$ cat src/rtl/core/dps_pkg.sv
package dps_pkg;

	localparam int NUM_STACKS  = 10;
	localparam int STACK_DEPTH = 16;

	localparam int SIDX_W  = $clog2(NUM_STACKS);
	localparam int CNT_W   = $clog2(STACK_DEPTH + 1);
	localparam int STORE_N = NUM_STACKS * STACK_DEPTH;
	localparam int ADDR_W  = $clog2(STORE_N);

	localparam int VAL_W  = 32;
	localparam int KIND_W = 2;
	localparam int SNUM_W = 4;
	localparam int STAT_W = 2;
	localparam int CFG_W  = 5;

	localparam logic [KIND_W-1:0] KIND_PUSH   = 2'd0;
	localparam logic [KIND_W-1:0] KIND_POP    = 2'd1;
	localparam logic [KIND_W-1:0] KIND_POP_AT = 2'd2;

	localparam logic [STAT_W-1:0] ST_OK    = 2'd0;
	localparam logic [STAT_W-1:0] ST_EMPTY = 2'd1;
	localparam logic [STAT_W-1:0] ST_FULL  = 2'd2;

	localparam logic [VAL_W-1:0] NONE_VALUE = 32'hFFFF_FFFF;
	localparam logic [CFG_W-1:0] CFG_RESET  = 5'd16;

	typedef struct packed {
		logic [KIND_W-1:0]       kind;
		logic signed [VAL_W-1:0] push_value;
		logic [SNUM_W-1:0]       stack_number;
	} req_t;

	typedef struct packed {
		logic                    vld;
		logic signed [VAL_W-1:0] value;
		logic [STAT_W-1:0]       status;
	} fin_t;

	typedef struct packed {
		logic              we;
		logic [ADDR_W-1:0] addr;
		logic [VAL_W-1:0]  wdata;
	} ram_cmd_t;

endpackage

$ cat src/rtl/core/dps_seq.sv
module dps_seq (
	input  logic                        clk,
	input  logic                        arst_n,
	input  logic                        req_valid,
	input  dps_pkg::req_t               req,
	output logic                        req_ready,
	input  logic [dps_pkg::CFG_W-1:0]   cap_cfg,
	input  logic                        out_free,
	output dps_pkg::fin_t               fin,
	output dps_pkg::ram_cmd_t           ram_cmd,
	input  logic [dps_pkg::VAL_W-1:0]   ram_rdata
);

	typedef enum logic [1:0] {
		S_IDLE,
		S_SCAN,
		S_READ,
		S_FINISH
	} state_t;

	state_t                               state_q;
	logic [dps_pkg::KIND_W-1:0]           kind_q;
	logic [dps_pkg::VAL_W-1:0]            val_q;
	logic [dps_pkg::SIDX_W-1:0]           idx_q;
	logic [dps_pkg::VAL_W-1:0]            res_val_q;
	logic [dps_pkg::STAT_W-1:0]           res_st_q;
	logic [dps_pkg::CNT_W-1:0]            cnt_q [dps_pkg::NUM_STACKS];

	logic [dps_pkg::CNT_W-1:0]            cap_eff;
	logic [dps_pkg::CNT_W-1:0]            cnt_rd;
	logic [dps_pkg::CNT_W-1:0]            slot;
	logic [dps_pkg::ADDR_W-1:0]           base;
	logic                                 is_push;
	logic                                 hit;
	logic                                 last;
	logic                                 sn_ok;

	// one count compared per cycle
	always_comb begin
		if (32'(cap_cfg) > 32'(dps_pkg::STACK_DEPTH)) begin
			cap_eff = dps_pkg::CNT_W'(dps_pkg::STACK_DEPTH);
		end else begin
			cap_eff = dps_pkg::CNT_W'(cap_cfg);
		end
		cnt_rd  = cnt_q[idx_q];
		is_push = (kind_q == dps_pkg::KIND_PUSH);
		hit     = is_push ? (cnt_rd < cap_eff) : (cnt_rd != '0);
		last    = (kind_q == dps_pkg::KIND_POP_AT)
			|| (is_push && idx_q == dps_pkg::SIDX_W'(dps_pkg::NUM_STACKS - 1))
			|| (!is_push && idx_q == '0);
		slot    = is_push ? cnt_rd : dps_pkg::CNT_W'(cnt_rd - 1'b1);
		base    = dps_pkg::ADDR_W'(idx_q) * dps_pkg::ADDR_W'(dps_pkg::STACK_DEPTH);
		sn_ok   = 32'(req.stack_number) < 32'(dps_pkg::NUM_STACKS);

		ram_cmd.we    = (state_q == S_SCAN) && hit && is_push;
		ram_cmd.addr  = dps_pkg::ADDR_W'(base + dps_pkg::ADDR_W'(slot));
		ram_cmd.wdata = val_q;

		req_ready  = (state_q == S_IDLE);
		fin.vld    = (state_q == S_FINISH);
		fin.value  = res_val_q;
		fin.status = res_st_q;
	end

	always_ff @(posedge clk or negedge arst_n) begin
		if (!arst_n) begin
			state_q   <= S_IDLE;
			kind_q    <= dps_pkg::KIND_PUSH;
			val_q     <= '0;
			idx_q     <= '0;
			res_val_q <= dps_pkg::NONE_VALUE;
			res_st_q  <= dps_pkg::ST_OK;
			for (int i = 0; i < dps_pkg::NUM_STACKS; i++) begin
				cnt_q[i] <= '0;
			end
		end else begin
			case (state_q)
				S_IDLE: begin
					if (req_valid) begin
						kind_q    <= req.kind;
						val_q     <= req.push_value;
						res_val_q <= dps_pkg::NONE_VALUE;
						case (req.kind)
							dps_pkg::KIND_PUSH: begin
								idx_q   <= '0;
								state_q <= S_SCAN;
							end
							dps_pkg::KIND_POP: begin
								idx_q   <= dps_pkg::SIDX_W'(dps_pkg::NUM_STACKS - 1);
								state_q <= S_SCAN;
							end
							dps_pkg::KIND_POP_AT: begin
								idx_q <= dps_pkg::SIDX_W'(req.stack_number);
								if (sn_ok) begin
									state_q <= S_SCAN;
								end else begin
									res_st_q <= dps_pkg::ST_EMPTY;
									state_q  <= S_FINISH;
								end
							end
							default: begin
								res_st_q <= dps_pkg::ST_OK;
								state_q  <= S_FINISH;
							end
						endcase
					end
				end
				S_SCAN: begin
					if (hit) begin
						if (is_push) begin
							cnt_q[idx_q] <= dps_pkg::CNT_W'(cnt_rd + 1'b1);
							res_st_q     <= dps_pkg::ST_OK;
							state_q      <= S_FINISH;
						end else begin
							cnt_q[idx_q] <= slot;
							state_q      <= S_READ;
						end
					end else if (last) begin
						res_st_q <= is_push ? dps_pkg::ST_FULL : dps_pkg::ST_EMPTY;
						state_q  <= S_FINISH;
					end else if (is_push) begin
						idx_q <= dps_pkg::SIDX_W'(idx_q + 1'b1);
					end else begin
						idx_q <= dps_pkg::SIDX_W'(idx_q - 1'b1);
					end
				end
				S_READ: begin
					res_val_q <= ram_rdata;
					res_st_q  <= dps_pkg::ST_OK;
					state_q   <= S_FINISH;
				end
				S_FINISH: begin
					if (out_free) begin
						state_q <= S_IDLE;
					end
				end
				default: begin
					state_q <= S_IDLE;
				end
			endcase
		end
	end

endmodule

$ cat config.mk
export PLATFORM = sky130hd
export DESIGN_NAME = dps_seq
export DESIGN_NICKNAME = d
export VERILOG_FILES = /design/src/rtl/core/dps_pkg.sv /design/src/rtl/core/dps_seq.sv
export SDC_FILE = /design/constraint.sdc
export NUM_CORES = 1
export LEC_CHECK = 0
export BUFFER_PORTS_ARGS = -buffer_cell sky130_fd_sc_hd__buf_2
export CORE_UTILIZATION = 25
export DETAILED_ROUTE_END_ITERATION = 8
export GPL_TIMING_DRIVEN = 0
export PLACE_DENSITY = 0.47
export SETUP_SLACK_MARGIN = 0.3
export SKIP_CTS_REPAIR_TIMING = 1
export SYNTH_ARGS = -nofsm -noshare
export SYNTH_HDL_FRONTEND = slang
export SYNTH_SLANG_ARGS = --single-unit
$ cat constraint.sdc
create_clock -name clk -period 4.2 [get_ports clk]
set_clock_uncertainty 0.05 [all_clocks]
set_input_delay 0.84 -clock clk [delete_from_list [all_inputs] [get_ports clk]]
set_output_delay 0.84 -clock clk [all_outputs]
set_load 0.01 [all_outputs]
## After elaboration in Yosys (flattened, before gate mapping)

Cells that the tools add are included.

| word-level totals | value |
|---|---|
| flip-flop bits (word level) | 124 |
| bits in latches | 0 |
| RAM bits | 0 |
| bits in read-only memories | 0 |
| output and inout port bits | 77 |
| word-level logic and storage cells | 101 |
| memories | 0 |

| cells by class | value |
|---|---|
| add/subtract/negate cells | 5 |
| $mul | 0 |
| div/mod/pow operators | 0 |
| order comparisons | 5 |
| eq/ne operators | 16 |
| shifts and indexed selects | 0 |
| muxes and demuxes | 35 |
| bitwise gates (word level) | 1 |
| reductions and logical operators | 23 |

Operators with widths:

| cell | number |
|---|---|
| $bwmux 50 | 2 |
| $pmux 32 s2 | 1 |
| $mux 50 | 1 |
| $mux 32 | 1 |
| $mux 5 | 5 |
| $mux 2 | 11 |
| $bmux 5 s4 | 1 |
| $demux 5 s4 | 1 |
| $mux 4 | 4 |
| $pmux 4 s3 | 1 |
| $ne 2x2->1 const B | 5 |
| $ne 3x3->1 const B | 3 |
| $add 8x5->8 | 1 |
| $eq 2x2->1 const B | 4 |
| $pmux 2 s2 | 2 |
| $pmux 2 s4 | 1 |
| $pmux 4 s2 | 1 |
| $logic_not 2->1 | 3 |
| $pmux 2 s3 | 1 |
| $reduce_and 2->1 | 3 |
| $reduce_and 6->1 | 1 |
| $add 5x1->5 const B | 1 |
| $ge 5x5->1 const B | 1 |
| $gt 5x5->1 const B | 1 |
| other kinds (21) | 29 |

## Depth between registers and ports, before layout

| depth | value |
|---|---|
| depth in word-level cells | 8 |
| gate-level depth with buffers | 14 |

## Worst setup path after synthesis

OpenSTA, ideal clock, no wires.

| timing path | value |
|---|---|
| path kind | register to output |
| start | reg idx_q[0] in the netlist's numbering |
| end | out ram_cmd[38] in the netlist's numbering |
| arrival time | 2,944 ps |
| setup slack | 366 ps |
| cell stages (with the launch flop) | 13 |
| path buffers | 2 |
| path through | dfrtp_1 buf_6 mux4_1 nand2b_4 a21oi_1 clkbuf_1 ha_1 nand2_1 nor3_2 xnor2_1 ha_1 ha_1 xor2_1 |

RTL lines:

| what | RTL line | source |
|---|---|---|
| start, declared | dps_seq.sv:24 | `logic [dps_pkg::SIDX_W-1:0] idx_q;` |
| start signal, assigned | dps_seq.sv:89 | `idx_q <= dps_pkg::SIDX_W'(dps_pkg::NUM_STACKS - 1);` |
| start signal, assigned | dps_seq.sv:93 | `idx_q <= dps_pkg::SIDX_W'(req.stack_number);` |
| start signal, assigned | dps_seq.sv:122 | `idx_q <= dps_pkg::SIDX_W'(idx_q + 1'b1);` |
| end, declared | dps_seq.sv:10 | `output dps_pkg::ram_cmd_t ram_cmd,` |

==> impl_metrics.json <==
{
  "status": "finished, violations left",
  "violations": "setup timing",
  "syn_nets": 550,
  "period_share": 1.01,
  "layout_setup_ws_ns": -0.0434,
  "post-route-min-period_ns": 4.24,
  "synth_ff_type": "dfrtp_1",
  "antenna_found_initial": 0,
  "cts_num_sinks": 124,
  "ys_seq_elements": 124,
  "synth_top_family_by_area": "multiplexers",
  "dr.first_iter.drc_count": 157,
  "setup-violations-final": 2,
  "slew_violations": 0,
  "start_util": 0.258,
  "irDropWorstVdd_mv": 0.325,
  "async_reset_ff_frac": 1.00,
  "synth_edf_count": 0,
  "netlist_area_sq_um": 5920,
  "drc_errors": 0,
  "ant_nets": 0,
  "placed_cell_area_sq_um": 7120,
  "dieArea_sq_um": 24300,
  "clk_pin_slew_ns": 0.06,
  "critPathMaxFanout": 6,
  "synth_compound_area_frac": 0.116,
  "crit_type": "reg -> out",
  "vias": 4509,
  "place_ws_ns": -0.556,
  "grt_pass1_vias": 4723,
  "wl_per_cell_um": 16.5,
  "crit_path_end_kind": "output port",
  "required_ns": 3.31,
  "cts_root_buf": "clkbuf_16",
  "port_buffers": 155,
  "powerDensity_nw_per_um2": 865,
  "cts_max_level": 4,
  "fin_cells": 985,
  "core_area_sq_um": 22900,
  "max_freq_ghz": 0.236,
  "grt_pass1_wl_mm": 25.5,
  "final_nets": 756,
  "rsz0062_at_grt": "yes",
  "grt_remaining_overflow": 0,
  "n_antenna_cell": 0,
  "grt_usage": 0.136,
  "ys_warn_count": 0,
  "grt_max_degree": 96,
  "maxSlewHeadroom": 0.284,
  "setup-tns-final_ns": -0.0695,
  "p_leak_nw": 3.78,
  "clockBufferDepth": 2,
  "cts_tree": "done",
  "synth-xor-area-share": 0.0176,
  "worstMarginPinSlew_ns": 1.07,
  "area_growth_pct": 40.6,
  "syn_inst": 453,
  "crit_arrival_ns": 3.35,
  "drt_pass1_iterations": 4,
  "cts_inserted_buffers": 17,
  "clk_latency_ns": 0.41,
  "hold_violations": 0,
  "die_h_um": 156,
  "detailed_place_hpwl_mm": 11.6,
  "synth_cell_types": 63,
  "setup.worst_path.start_class": "flip-flop",
  "synthAdderAreaFrac": 0.0393,
  "fp-row-count": 55,
  "io_pins": 156,
  "cap_violations": 0,
  "viasPerCell": 4.58,
  "dp_cells": 922,
  "hold_class": "in -> async",
  "syn_avg_cell_area_sq_um": 13.1,
  "routabilityCongestion": 0.788,
  "drive_gt1_frac": 0.597,
  "drt_wl_total_mm": 16.3,
  "die_x_um": 156,
  "synthMuxAreaShare": 0.210,
  "synthSimpleGateAreaFrac": 0.0607,
  "ys_seq_area_frac": 0.531,
  "postLayoutCellArea_sq_um": 8320
}
==> report_power, final <==
part | total, mW | switching [mW] | internal [mW]
logic | 3.61 | 1.93 | 1.68
clock network | 1.55 | 0.610 | 0.937
registers | 2.03 | 0.267 | 1.76
==> cell usage after synthesis, types with 3 or more instances <==
cell | n | area, sq um
o22ai_1 | 4 | 25.0
nor2_1 | 17 | 63.8
nand4_1 | 3 | 18.8
dfrtp_1 | 92 | 2300
buf_2 | 4 | 20.0
o22a_1 | 32 | 280
a21boi_0 | 3 | 22.5
clkbuf_1 | 11 | 41.3
o21ai_0 | 13 | 65.1
a21oi_1 | 6 | 30.0
mux2i_1 | 11 | 110
mux2_2 | 87 | 980
a21o_1 | 4 | 30.0
xnor2_1 | 8 | 70.1
dfstp_2 | 32 | 841
nand3_1 | 5 | 25.0
mux4_2 | 5 | 113
inv_1 | 17 | 63.8
nor3_1 | 4 | 20.0
and3_1 | 3 | 18.8
ha_1 | 17 | 213
nand2_1 | 23 | 86.3
buf_1 | 3 | 11.3
==> per-stage QoR <==
stage          total power [mW]  hold WS, ns   util
5_1_grt                    7.66        0.241  0.363
4_1_cts                    6.63        0.229  0.338
3_3_place_gp               4.95        0.425  0.309
2_1_floorplan              3.95        0.401      -
3_5_place_dp               5.03        0.435  0.311
6_report                   7.19        0.243  0.363
==> worst paths after layout <==
kind	start	endpoint	slack [ns]	depth (start not counted)
max	idx_q[0]	ram_cmd[38]	-0.04	13
min	arst_n	val_q[0]	0.24	1
max reg2reg	idx_q[0]	cnt_q[32]	0.34	16
min reg2reg	kind_q[1]	kind_q[1]	0.44	2
max in group asynchronous	arst_n	idx_q[0]	3.09	2
min in group clk	kind_q[1]	kind_q[1]	0.44	2
==> critical path: stages (launching register included) <==
cell and delay (ns):
dfrtp_2 0.45, buf_12 0.16, buf_12 0.12, mux4_2 0.50, a21boi_1 0.16, a21o_1 0.21
ha_4 0.18, nand2_4 0.07, nor3_4 0.26, xnor2_2 0.15, ha_2 0.24, ha_4 0.15
xor2_2 0.16, buf_2 0.16
==> cells by family (layout without fill, tap and decap cells) <==
logic type | count (synthesis) | count (layout)
compound gates | 87 | 87
xor+xnor | 11 | 11
fa+ha+maj | 18 | 18
buf+inv | 37 | 256
flops | 124 | 124
mux | 105 | 105
simple gates | 71 | 71
==> layer usage <==
layer | up-vias | GRT usage | wire length [um]
li1 | 2079 | - | -
met2 | 137 | 0.220 | 7840
met3 | 7 | 0.0403 | 913
met1 | 2286 | 0.173 | 7390
met4 | 0 | 0.0425 | 161
met5 | - | 0 | 0
==> layout make-up <==
type,count,area [sq um]
Buffer,19,123
Clock buffer,18,450
Clock inverter,14,170
Fill cell,2272,14600
Inverter,18,70.1
Multi-Input combinational cell,292,2850
Sequential cell,124,3150
Tap cell,313,392
Timing Repair Buffer,187,1110
==> layout by cell type (no fill, tap or decap), drive strengths merged, types with 5 or more instances in the layout <==
master,netlist,routed
nor2,17,17
o21ai,15,15
ha,17,17
xnor2,9,9
nand2,23,23
o22a,32,32
nor3,5,5
mux4,6,6
mux2i,11,11
buf,8,194
a21oi,7,7
clkbuf,11,30
dfrtp,92,92
dfstp,32,32
inv,17,28
nand3,5,5
mux2,88,88
==> flip-flops by register name, indices dropped and copies added (netlist names) <==
signal,count
cnt_q,50
idx_q,4
kind_q,2
res_st_q,2
res_val_q,32
state_q,2
val_q,32
No activity file was read; power rests on OpenSTA's default activity.
